## src/hdl/lattice_message_bit_decode_core_assert.svh

```systemverilog
// Assertion helpers shared by the decoder core and merge modules.
// Each macro expects clk and rst_n in scope.
`ifndef LATTICE_MESSAGE_BIT_DECODE_CORE_ASSERT_SVH
`define LATTICE_MESSAGE_BIT_DECODE_CORE_ASSERT_SVH

// Same-cycle implication.
`define LMBD_ASSERT_IMP(label, ante, cons, msg) \
    label: assert property (@(posedge clk) disable iff (!rst_n) (ante) |-> (cons)) \
        else $error(msg);

// Next-cycle implication.
`define LMBD_ASSERT_NXT(label, ante, cons, msg) \
    label: assert property (@(posedge clk) disable iff (!rst_n) (ante) |=> (cons)) \
        else $error(msg);

`endif

```

## src/hdl/lmbd_pkg.sv

```systemverilog
`default_nettype none

package lmbd_pkg;

    localparam int unsigned MODULUS_DEFAULT = 12289;
    localparam int unsigned COEFF_W         = 16;
    localparam int unsigned LANES           = 4;
    localparam int unsigned POS_W           = 8;
    localparam int unsigned BYTE_IDX_W      = 5;
    localparam int unsigned BIT_SEL_W       = 3;
    localparam int unsigned ADDR_W          = 3;
    localparam int unsigned DATA_W          = 32;

    // Register index of four_copies, taken from paddr[2]
    localparam logic REG_FOUR_COPIES = 1'b0;

    localparam logic [BIT_SEL_W-1:0]  LAST_BIT  = 3'd7;
    localparam logic [BYTE_IDX_W-1:0] LAST_BYTE = 5'd31;

    typedef struct packed {
        logic [COEFF_W-1:0] coeff_a;
        logic [COEFF_W-1:0] coeff_b;
        logic [COEFF_W-1:0] coeff_c;
        logic [COEFF_W-1:0] coeff_d;
    } lmbd_coef_t;

    typedef struct packed {
        logic [7:0]            msg_byte;
        logic [BYTE_IDX_W-1:0] byte_index;
        logic                  last_byte;
    } lmbd_msg_t;

    // Per-stage load enables of the lane pipeline
    typedef struct packed {
        logic ld_a;
        logic ld_b;
        logic ld_c;
    } lmbd_pipe_ctl_t;

endpackage

`default_nettype wire

```

## src/hdl/lattice_message_bit_decode_core.sv

```systemverilog
// Message bit decoder for lattice KEM decapsulation.
//
// Input channel (coef_valid/coef_ready/coef): one word per message bit,
// carrying the copies at indices i, i+256, i+512 and i+768. Four lanes
// reduce each copy mod MODULUS and take its distance from MODULUS/2; a
// merge stage sums them, decides the bit and packs bits LSB first.
// Output channel (msg_valid/msg_ready/msg): one byte after every eighth
// word, with its index in the 32-byte message and a last-byte flag.
// Throughput: one word per cycle while no byte-closing word waits on a
// stalled receiver. The eighth word loads the first lane stage at the edge
// that accepts it; its byte appears after two more lane stages and the output register.
// When the receiver stalls with a byte pending, the words that close no
// byte keep flowing; the pipeline backs up only at a word that must emit.
// Reset clears the pipeline, the bit position and partial byte, and sets
// four_copies to 1. APB register at 0x0: bit 0 = four_copies (1: four
// copies, sum below Q; 0: two copies, sum below Q/2).
`default_nettype none

module lattice_message_bit_decode_core
    import lmbd_pkg::*;
#(
    parameter int unsigned MODULUS = MODULUS_DEFAULT
)
(
    input  wire logic              clk,
    input  wire logic              rst_n,
    input  wire logic              coef_valid,
    output logic                   coef_ready,
    input  wire lmbd_coef_t        coef,
    output logic                   msg_valid,
    input  wire logic              msg_ready,
    output lmbd_msg_t              msg,
    input  wire logic              psel,
    input  wire logic              penable,
    input  wire logic              pwrite,
    input  wire logic [ADDR_W-1:0] paddr,
    input  wire logic [DATA_W-1:0] pwdata,
    output logic      [DATA_W-1:0] prdata,
    output logic                   pready
);

    `include "lattice_message_bit_decode_core_assert.svh"

    localparam int unsigned DIST_W = $clog2(MODULUS / 2 + 1);

    logic [LANES-1:0][COEFF_W-1:0] coef_arr;
    logic [LANES-1:0][DIST_W-1:0]  lane_dist;
    lmbd_pipe_ctl_t                ctl;

    logic v_a_reg;
    logic v_b_reg;
    logic v_c_reg;
    logic rdy_a;
    logic rdy_b;
    logic rdy_c;
    logic take;
    logic four_copies_reg;
    logic four_copies_next;
    logic cfg_wr;

    assign coef_arr[0] = coef.coeff_a;
    assign coef_arr[1] = coef.coeff_b;
    assign coef_arr[2] = coef.coeff_c;
    assign coef_arr[3] = coef.coeff_d;

    // a stage loads when empty or when its contents move on
    assign rdy_c = !v_c_reg || take;
    assign rdy_b = !v_b_reg || rdy_c;
    assign rdy_a = !v_a_reg || rdy_b;

    assign ctl.ld_a = rdy_a;
    assign ctl.ld_b = rdy_b;
    assign ctl.ld_c = rdy_c;

    assign coef_ready = rdy_a;

    always_ff @(posedge clk or negedge rst_n)
    begin
        if (!rst_n)
        begin
            v_a_reg <= 1'b0;
            v_b_reg <= 1'b0;
            v_c_reg <= 1'b0;
        end
        else
        begin
            if (rdy_a)
            begin
                v_a_reg <= coef_valid;
            end
            if (rdy_b)
            begin
                v_b_reg <= v_a_reg;
            end
            if (rdy_c)
            begin
                v_c_reg <= v_b_reg;
            end
        end
    end

    genvar g;
    generate
        for (g = 0; g < LANES; g++)
        begin : g_lane
            lmbd_lane #(
                .MODULUS (MODULUS)
            ) u_lane (
                .clk      (clk),
                .ctl      (ctl),
                .coeff    (coef_arr[g]),
                .dist_out (lane_dist[g])
            );
        end
    endgenerate

    lmbd_merge #(
        .MODULUS (MODULUS)
    ) u_merge (
        .clk         (clk),
        .rst_n       (rst_n),
        .four_copies (four_copies_reg),
        .dist_valid  (v_c_reg),
        .lane_dist   (lane_dist),
        .take        (take),
        .msg_valid   (msg_valid),
        .msg_ready   (msg_ready),
        .msg         (msg)
    );

    // APB register file
    assign pready = 1'b1;
    assign cfg_wr = psel && penable && pwrite;

    always_comb
    begin
        four_copies_next = four_copies_reg;
        if (cfg_wr && (paddr[2] == REG_FOUR_COPIES))
        begin
            four_copies_next = pwdata[0];
        end
    end

    always_ff @(posedge clk or negedge rst_n)
    begin
        if (!rst_n)
        begin
            four_copies_reg <= 1'b1;
        end
        else
        begin
            four_copies_reg <= four_copies_next;
        end
    end

    always_comb
    begin
        prdata = '0;
        if (paddr[2] == REG_FOUR_COPIES)
        begin
            prdata = DATA_W'(four_copies_reg);
        end
    end

    `LMBD_ASSERT_IMP(a_stall_cause, v_c_reg && !take, msg_valid && !msg_ready,
                     "merge stalled without a blocked output")
    `LMBD_ASSERT_NXT(a_stage_hold, v_c_reg && !take, v_c_reg, "stalled word lost")
    `LMBD_ASSERT_IMP(a_ready_chain, !coef_ready, v_a_reg && v_b_reg && v_c_reg && !take,
                     "input refused with room in the pipeline")

endmodule

`default_nettype wire

```

## src/hdl/lmbd_lane.sv

```systemverilog
`default_nettype none

module lmbd_lane
    import lmbd_pkg::*;
#(
    parameter int unsigned MODULUS = MODULUS_DEFAULT,
    localparam int unsigned DIST_W = $clog2(MODULUS / 2 + 1)
)
(
    input  wire logic               clk,
    input  wire lmbd_pipe_ctl_t     ctl,
    input  wire logic [COEFF_W-1:0] coeff,
    output logic      [DIST_W-1:0]  dist_out
);

    // floor((2^32-1)/Q) is short of 2^32/Q by less than one, so the quotient
    // estimate is exact or one too small for any 16-bit input.
    localparam longint unsigned RECIP   = 64'hFFFF_FFFF / MODULUS;
    localparam int unsigned     RECIP_W = $clog2(RECIP + 1);
    localparam int unsigned     PROD_W  = COEFF_W + RECIP_W;
    localparam int unsigned     QUOT_W  = PROD_W - 32;
    localparam int unsigned     Q_W     = $clog2(MODULUS + 1);
    localparam int unsigned     HALF    = MODULUS / 2;
    localparam int unsigned     QM_W    = QUOT_W + Q_W;

    localparam logic [RECIP_W-1:0] RECIP_C  = RECIP_W'(RECIP);
    localparam logic [Q_W:0]       MOD_R    = (Q_W + 1)'(MODULUS);
    localparam logic [Q_W-1:0]     HALF_R   = Q_W'(HALF);
    localparam logic [QM_W-1:0]    MOD_M    = QM_W'(MODULUS);

    logic [PROD_W-1:0]  prod;
    logic [QUOT_W-1:0]  quot_next;
    logic [QUOT_W-1:0]  quot_reg;
    logic [COEFF_W-1:0] coef_a_reg;
    logic [QM_W-1:0]    qmul;
    logic [Q_W:0]       rem_next;
    logic [Q_W:0]       rem_reg;
    logic [Q_W-1:0]     red;
    logic [DIST_W-1:0]  dist_next;
    logic [DIST_W-1:0]  dist_reg;

    assign prod      = PROD_W'(coeff) * PROD_W'(RECIP_C);
    assign quot_next = prod[PROD_W-1:32];

    assign qmul     = QM_W'(quot_reg) * MOD_M;
    // remainder is below 2Q here
    assign rem_next = (Q_W + 1)'(coef_a_reg - COEFF_W'(qmul));

    always_comb
    begin
        if (rem_reg >= MOD_R)
        begin
            red = Q_W'(rem_reg - MOD_R);
        end
        else
        begin
            red = Q_W'(rem_reg);
        end
        if (red >= HALF_R)
        begin
            dist_next = DIST_W'(red - HALF_R);
        end
        else
        begin
            dist_next = DIST_W'(HALF_R - red);
        end
    end

    always_ff @(posedge clk)
    begin
        if (ctl.ld_a)
        begin
            quot_reg   <= quot_next;
            coef_a_reg <= coeff;
        end
        if (ctl.ld_b)
        begin
            rem_reg <= rem_next;
        end
        if (ctl.ld_c)
        begin
            dist_reg <= dist_next;
        end
    end

    assign dist_out = dist_reg;

endmodule

`default_nettype wire

```

## src/hdl/lmbd_merge.sv

```systemverilog
`default_nettype none

module lmbd_merge
    import lmbd_pkg::*;
#(
    parameter int unsigned MODULUS = MODULUS_DEFAULT,
    localparam int unsigned DIST_W = $clog2(MODULUS / 2 + 1)
)
(
    input  wire logic                         clk,
    input  wire logic                         rst_n,
    input  wire logic                         four_copies,
    input  wire logic                         dist_valid,
    input  wire logic [LANES-1:0][DIST_W-1:0] lane_dist,
    output logic                              take,
    output logic                              msg_valid,
    input  wire logic                         msg_ready,
    output lmbd_msg_t                         msg
);

    `include "lattice_message_bit_decode_core_assert.svh"

    localparam int unsigned SUM_W = DIST_W + 2;
    localparam logic [SUM_W-1:0] LIM4 = SUM_W'(MODULUS);
    localparam logic [SUM_W-1:0] LIM2 = SUM_W'(MODULUS / 2);

    logic [SUM_W-1:0] sum_lo;
    logic [SUM_W-1:0] sum_all;
    logic             dec_bit;
    logic             emit;
    logic             out_free;
    logic [7:0]       bit_mask;
    logic [7:0]       merged;

    logic [POS_W-1:0] pos_reg;
    logic [POS_W-1:0] pos_next;
    logic [7:0]       part_reg;
    logic [7:0]       part_next;
    logic             msg_valid_reg;
    logic             msg_valid_next;
    lmbd_msg_t        msg_reg;
    lmbd_msg_t        msg_next;

    assign sum_lo  = SUM_W'(lane_dist[0]) + SUM_W'(lane_dist[1]);
    assign sum_all = sum_lo + SUM_W'(lane_dist[2]) + SUM_W'(lane_dist[3]);
    assign dec_bit = four_copies ? (sum_all < LIM4) : (sum_lo < LIM2);

    assign emit     = (pos_reg[BIT_SEL_W-1:0] == LAST_BIT);
    assign out_free = !msg_valid_reg || msg_ready;
    // words that close no byte never wait on the output side
    assign take     = dist_valid && (!emit || out_free);

    assign bit_mask = 8'(dec_bit) << pos_reg[BIT_SEL_W-1:0];
    assign merged   = part_reg | bit_mask;

    always_comb
    begin
        pos_next       = pos_reg;
        part_next      = part_reg;
        msg_valid_next = msg_valid_reg && !msg_ready;
        msg_next       = msg_reg;
        if (take)
        begin
            pos_next = POS_W'(pos_reg + 1'b1);
            if (emit)
            begin
                part_next           = 8'd0;
                msg_valid_next      = 1'b1;
                msg_next.msg_byte   = merged;
                msg_next.byte_index = pos_reg[POS_W-1:BIT_SEL_W];
                msg_next.last_byte  = (pos_reg[POS_W-1:BIT_SEL_W] == LAST_BYTE);
            end
            else
            begin
                part_next = merged;
            end
        end
    end

    always_ff @(posedge clk or negedge rst_n)
    begin
        if (!rst_n)
        begin
            pos_reg       <= '0;
            part_reg      <= '0;
            msg_valid_reg <= 1'b0;
        end
        else
        begin
            pos_reg       <= pos_next;
            part_reg      <= part_next;
            msg_valid_reg <= msg_valid_next;
        end
    end

    always_ff @(posedge clk)
    begin
        msg_reg <= msg_next;
    end

    assign msg_valid = msg_valid_reg;
    assign msg       = msg_reg;

    `LMBD_ASSERT_NXT(a_emit_shows, take && emit, msg_valid_reg, "closed byte not presented")
    `LMBD_ASSERT_NXT(a_pos_step, take, pos_reg == POS_W'($past(pos_reg) + 1'b1),
                     "bit position did not advance")
    `LMBD_ASSERT_NXT(a_part_clear, take && emit, part_reg == 8'd0,
                     "partial byte not cleared after emit")

endmodule

`default_nettype wire

```

## config.mk

```make
export PLATFORM = sky130hd
export DESIGN_NAME = lattice_message_bit_decode_core
export DESIGN_NICKNAME = d
export VERILOG_FILES = /design/src/hdl/lmbd_pkg.sv /design/src/hdl/lattice_message_bit_decode_core.sv /design/src/hdl/lmbd_lane.sv /design/src/hdl/lmbd_merge.sv
export VERILOG_INCLUDE_DIRS = /design/src /design/src/hdl
export SDC_FILE = /design/constraint.sdc
export NUM_CORES = 2
export LEC_CHECK = 0
export BUFFER_PORTS_ARGS = -buffer_cell sky130_fd_sc_hd__buf_2
export CAP_MARGIN = 25
export CORE_ASPECT_RATIO = 0.9
export CORE_MARGIN = 2
export CORE_UTILIZATION = 50
export DETAILED_ROUTE_END_ITERATION = 10
export GPL_ROUTABILITY_DRIVEN = 0
export GPL_TIMING_DRIVEN = 0
export PLACE_DENSITY = 0.79
export SLEW_MARGIN = 20
export SYNTH_ARGS = -nofsm -noshare
export SYNTH_HDL_FRONTEND = slang
export SYNTH_HIERARCHICAL = 1
export SYNTH_SLANG_ARGS = --single-unit
export TNS_END_PERCENT = 100
```

## constraint.sdc

```tcl
create_clock -name clk -period 7.9 [get_ports clk]
set_input_delay 0.395 -clock clk [delete_from_list [all_inputs] [get_ports clk]]
set_output_delay 0.395 -clock clk [all_outputs]
set_load 0.01 [all_outputs]
```

# Word level (Yosys, flattened, before mapping)
# Index checks and enable logic that the tools add are counted.
[classes]
add_sub_neg = 20
n_mul = 8
div_mod_pow = 0
magnitude_cmp = 10
eq_ne = 2
shifts = 1
mux = 13
bitwise_logic = 2
n_reduce_logical = 17
[op_table]
columns = ["cell", "count"]
rows = [
  ["16-bit by 16-bit multiplier with 32-bit output, second input constant", 4],
  ["15-bit by 14-bit greater-or-equal comparator with 1-bit output, second input constant", 4],
  ["3-bit by 14-bit multiplier with 15-bit output, second input constant", 4],
  ["15-bit subtractor", 4],
  ["14-bit by 13-bit greater-or-equal comparator with 1-bit output, second input constant", 4],
  ["14-bit 2-to-1 mux", 4],
  ["14-bit subtractor, second input constant", 4],
  ["13-bit 2-to-1 mux", 4],
  ["13-bit subtractor, first input constant", 4],
  ["13-bit subtractor, second input constant", 4],
  ["15-bit by 13-bit adder with 15-bit output", 2],
  ["15-bit by 13-bit less-than comparator with 1-bit output, second input constant", 1],
  ["15-bit by 14-bit less-than comparator with 1-bit output, second input constant", 1],
  ["13-bit by 13-bit adder with 14-bit output", 1],
  ["8-bit by 1-bit adder with 8-bit output, second input constant", 1],
  ["8-bit 2-to-1 mux", 1],
  ["8-bit OR", 1],
  ["1-bit by 3-bit left shift with 8-bit output", 1],
  ["1-bit logical NOT", 6],
  ["5-bit == test, second input constant", 1],
  ["1-bit logical AND", 5],
  ["1-bit logical OR", 5],
  ["1-bit 2-to-1 mux", 4],
  ["3-bit == test, second input constant", 1],
  ["2 further kinds", 2],
]
[totals]
reg_bits = 219
latch_bits = 0
ram_bits = 0
romBits = 0
inputBits = 106
output_inout_bits = 49
elab_cells = 99
memories = 0

# Depth between registers and ports, before layout
[logic_depth]
depth_word = 8
ltp_mapped = 19

# Modules after synthesis
# The synthesis kept the hierarchy.
[by_module_without_submodules]
columns = ["module", "instances", "cells_per_inst", "area_each_um2", "seq_area_each_um2"]
rows = [
  ["lmbd_lane (g_lane[3].u_lane)", 1, 704, 7213.2, 1381.3],
  ["lmbd_lane (g_lane[0].u_lane)", 1, 687, 7183.1, 1381.3],
  ["lmbd_lane (g_lane[1].u_lane)", 1, 668, 7066.8, 1381.3],
  ["lmbd_lane (g_lane[2].u_lane)", 1, 669, 7021.7, 1381.3],
  ["lmbd_merge", 1, 279, 2761.4, 845.8],
  ["lattice_message_bit_decode_core", 1, 48, 420.4, 101.3],
]

# Worst setup path after synthesis
# No wires, ideal clock.
[synth_path]
path_type = "input -> register"
from = "input coef[33] in the netlist's numbering"
to = "register g_lane[1].u_lane.quot_reg[2] (data pin)"
setup_ps = 260
arrival_time_ps = 5060
path_slack_ps = 2580
cell_stages = 18
cell_sequence = "ha_1 > fa_1 > inv_1 > fa_1 > inv_1 > fa_1 > fa_1 > inv_1 > fa_1 > inv_1 > ha_1 > a211oi_1 > o21a_1 > nor4_1 > a2111oi_0 > o31ai_1 > a21oi_1 > xnor2_1"
[synth_between]
elab_chain_len = 1
[synth_rtl]
columns = ["item", "line", "source"]
rows = [
  ["from (decl)", "lattice_message_bit_decode_core.sv:29", "input wire lmbd_coef_t coef,"],
  ["16-bit by 16-bit multiplier with 32-bit output", "lmbd_lane.sv:42", "assign prod = PROD_W'(coeff) * PROD_W'(RECIP_C);"],
  ["via g_lane[1].u_lane.prod[34]", "lmbd_lane.sv:31", "logic [PROD_W-1:0] prod;"],
  ["to (signal assigned)", "lmbd_lane.sv:73", "quot_reg <= quot_next;"],
  ["to (decl)", "lmbd_lane.sv:33", "logic [QUOT_W-1:0] quot_reg;"],
]
# The timed path passes the listed nets, and every way through them passes these cells.
# A chain may end at the register's enable or synchronous reset.

# Worst setup path in the final report
[layout_path]
from = "input coef[42] in the netlist's numbering"
to = "register g_lane[1].u_lane.quot_reg[2] (data pin)"
# The elaborated chain is that of the path after synthesis.

==> flow_summary.yaml <==
power_and_ir_drop:
  irDropWorstVdd_v: 0.000485
  p_seq_share_pct: 16.2
  swShare_pct: 48.2
  internal_power_mw: 7.16
  p_leak_nw: 17.3
  power_density_nw_per_um2: 404
  p_switching_mw: 6.67
  pwr-share-clk_pct: 8.9
  p_total_mw: 13.8
  combPwrFrac_pct: 74.9
floorplan:
  io_pins: 155
  die_area_um2: 65400
  start_util_pct: 50.5
  rows: 87
  die_h_um: 243
  core_area_um2: 62700
  fp.dieW_um: 269
sta:
  fin_crit_ns: 5.61
  finalHoldViolations: 0
  setup_viol: 0
  worst_slack_ns: 2.29
  setup-tns-final_ns: 0
  worstMarginPinSlew_ns: 0.957
  max_slew_margin_pct: 35.4
  max_freq_mhz: 178
  report.final.slew_viol_count: 0
  fin_skew_ns: 0.0218
  rsz0062_at_grt: "false"
  fin_crit_sh_pct: 71.1
grt:
  gr-usage-met1_pct: 26.1
  gr-total-overflow: 0
  grt-busiest-layer: "met2"
  antenna_found_initial: 0
  grtUsageMet3_pct: 2.24
  grt_max_degree: 56
  grt_pass1_vias: 21600
  grt_pass1_wl_um: 104000
  track_usage_pct: 18.9
  use_met2_pct: 32.5
placed_design:
  place.port_buffers: 89
  dpl.hpwl_um: 50200
  place_inst: 4021
  place_worst_setup_slack_ns: 1.61
logic_synthesis:
  synthTopCellsByArea: "ha_1 (26%), fa_1 (21%), edfxtp_1 (19%)"
  ys_top_cells_by_count: "inv_1 (759), ha_1 (652), fa_1 (339), edfxtp_1 (198), xnor2_1 (133)"
  synth_most_common_cell: "inv_1"
  synth_edf_count: 198
  yosysWarningCount: 6
  yosysTopAreaCellShare_pct: 25.8
  syn_area_um2: 31700
  avgSynthCellArea_um2: 10.4
  ys_ff_latch: 219
  yosysSeqAreaShare_pct: 20.4
  synthCells: 3055
  synth_top_area_cell: "ha_1"
  synth.distinct_cells: 105
  synth_flop_cell: "edfxtp_1"
  synthArstFlopShare_pct: 9.59
clock_tree:
  root_buffer: "clkbuf_16"
  cts_sinks: 219
  clock_latency_ns: 0.54
  htreeDepth: 1
  cts_setup_buffers: 0
  cts_max_path_buffers: 3
  cts_buffers: 25
  cts_tree: "built"
  clk_pin_slew_ns: 0.06
worst_setup_path:
  cp.required_ns: 8.18
  crit_chain: "buf_2 > ha_1 > ha_1 > fa_1 > inv_1 > fa_1 > inv_1 > fa_1 > inv_1 > fa_1 > inv_1 > ha_1 > nand4_1 > o311ai_0 > a2111oi_0 > dlymetal6s2s_1 > o31ai_1 > a21oi_1 > xnor2_1"
  setup.worst_path.class: "in2reg"
  reg2reg_from: "g_lane[1].u_lane/dist_out[0]"
  cp_num_buf_inv: 6
  cp-startpoint: "coef[42]"
  max_stage_delay_ns: 0.85
  arrival_ns: 5.90
  crit_path_top_delay_cell: "o311ai_0"
  crit_family: "adder cells"
  end_kind: "flip-flop"
  worstSetupStartpointType: "input port"
  rrSetupSlack_ns: 2.59
  cp_max_fo: 8
finish:
  nNetsFinal: 4302
  final_cells: 4069
  nFillCells: 5437
  drive_gt1_share_pct: 7.69
  antennaDiodeCount: 0
  area_delta_synth_final_pct: 8.11
drt:
  route.detailed.drc: 0
  drt_iter0_markers: 1038
  via_per_inst: 5.17
  ant_nets: 0
  wl_um: 59400
  detail_route.wl_per_cell_um: 14.6
  vias: 21000
  drt-pass1-iter-count: 5
status:
  outcome: "complete, no violations"
run:
  max-cap-violations: 0
min_path:
  hp-start: "coef_valid"
  hold_class: "in2reg"
[per-layer routing]
metal  up-vias  routed length [um]
li1      10400                   -
met2       353               28800
met5         -                   0
met3        65                2310
met1     10200               27500
met4         0                 819
[timing repair]
| item | in CTS | in global routing |
|---|---|---|
| hold buffers | 1 | 0 |
| endpoints found under the hold margin | 20 | 0 |
| gates resized for setup | 0 | 0 |
[power groups by stage]
stage	combinational (mW)	clock (mW)	sequential [mW]
after CTS	10.4	1.26	2.24
after detailed placement	10.3	0	2.27
after global placement	9.91	0	2.26
after floorplan	8.02	0	2.17
after global routing	12.0	1.31	2.29
final	10.4	1.23	2.24
[through the flow]
stage,util (%),area (um^2),hold slack [ns]
final,54.6,34200,0.0381
after global routing,54.6,34200,0.0211
after CTS,54.6,34200,0.0101
after detailed placement,53.2,33300,0.384
after global placement,53.1,33300,0.377
after floorplan,-,31800,0.0994
[worst paths after layout]
kind	endpoint	cells after the start
hold / removal	v_a_reg	2
hold reg to reg	u_merge/part_reg[3]	2
max in group asynchronous	four_copies_reg	2
setup / recovery	g_lane[1].u_lane/quot_reg[2]	19
min in group asynchronous	u_merge/part_reg[3]	2
setup reg to reg	u_merge/msg[12]	19
[worst reg2reg max path, cell delays in order (launching register included)]
cell      delay (ns)
edfxtp_1        0.41
ha_1            0.25
fa_1            0.45
a211oi_1        0.35
o21ai_0         0.17
a31oi_1         0.35
o21bai_1        0.11
a21oi_1         0.18
xnor2_1         0.24
fa_1            0.49
ha_1            0.37
nand3_1         0.17
o22ai_1         0.11
o21a_1          0.17
nor3_1          0.17
xnor2_1         0.16
o311ai_2        0.13
a32oi_2         0.44
buf_6           0.23
o21bai_1        0.10
[cell families (layout without fill, tap and decap cells)]
| group | Yosys count | count (layout) | share of synthesized area, % |
|---|---|---|---|
| simple gates | 450 | 450 | 7.76 |
| compound gates | 344 | 344 | 7.91 |
| buf+inv | 830 | 969 | 10.5 |
| fa+ha+maj | 991 | 991 | 47.2 |
| mux | 26 | 26 | 0.857 |
| flops | 219 | 219 | 20.4 |
| xor+xnor | 193 | 193 | 5.34 |
| other cells | 2 | 32 | 0.0237 |
[cell usage in the layout (no fill, tap or decap), types with 8 or more instances in the layout]
cell | netlist | routed
a21oi_1 | 65 | 65
a21o_1 | 34 | 34
clkbuf_16 | 0 | 25
fa_1 | 339 | 339
ha_1 | 652 | 652
nand3b_1 | 11 | 11
nand4_1 | 20 | 20
mux2i_1 | 19 | 19
a211oi_1 | 20 | 20
nor4_1 | 15 | 15
dfrtp_1 | 20 | 20
o21a_1 | 14 | 14
a31oi_1 | 11 | 11
and2_1 | 8 | 8
xor2_1 | 60 | 60
o31ai_1 | 16 | 16
o41ai_1 | 9 | 9
clkbuf_1 | 16 | 18
o21ai_0 | 61 | 61
buf_4 | 34 | 34
o211ai_1 | 12 | 12
inv_1 | 759 | 758
nor3_1 | 50 | 50
nand3_1 | 31 | 31
o21bai_1 | 10 | 10
buf_2 | 10 | 99
conb_1 | 2 | 32
nor2b_1 | 16 | 16
or3_1 | 17 | 17
and3_1 | 11 | 11
or4_1 | 10 | 10
xnor2_1 | 133 | 133
nand2_1 | 103 | 102
edfxtp_1 | 198 | 198
nand2b_1 | 15 | 14
nor2_1 | 89 | 89
buf_6 | 8 | 8
[final cells by class]
class                           instances  area (um^2)  area share (%)
Sequential cell                       219         6470            18.9
Multi-Input combinational cell       2036        22000            64.3
Clock inverter                         19          233           0.680
Clock buffer                           27          633            1.85
Inverter                              759         2850            8.33
Buffer                                 71          470            1.37
Tap cell                              845         1060            3.09
Timing Repair Buffer                   93          515            1.51
Power figures use the tool's default switching activity.
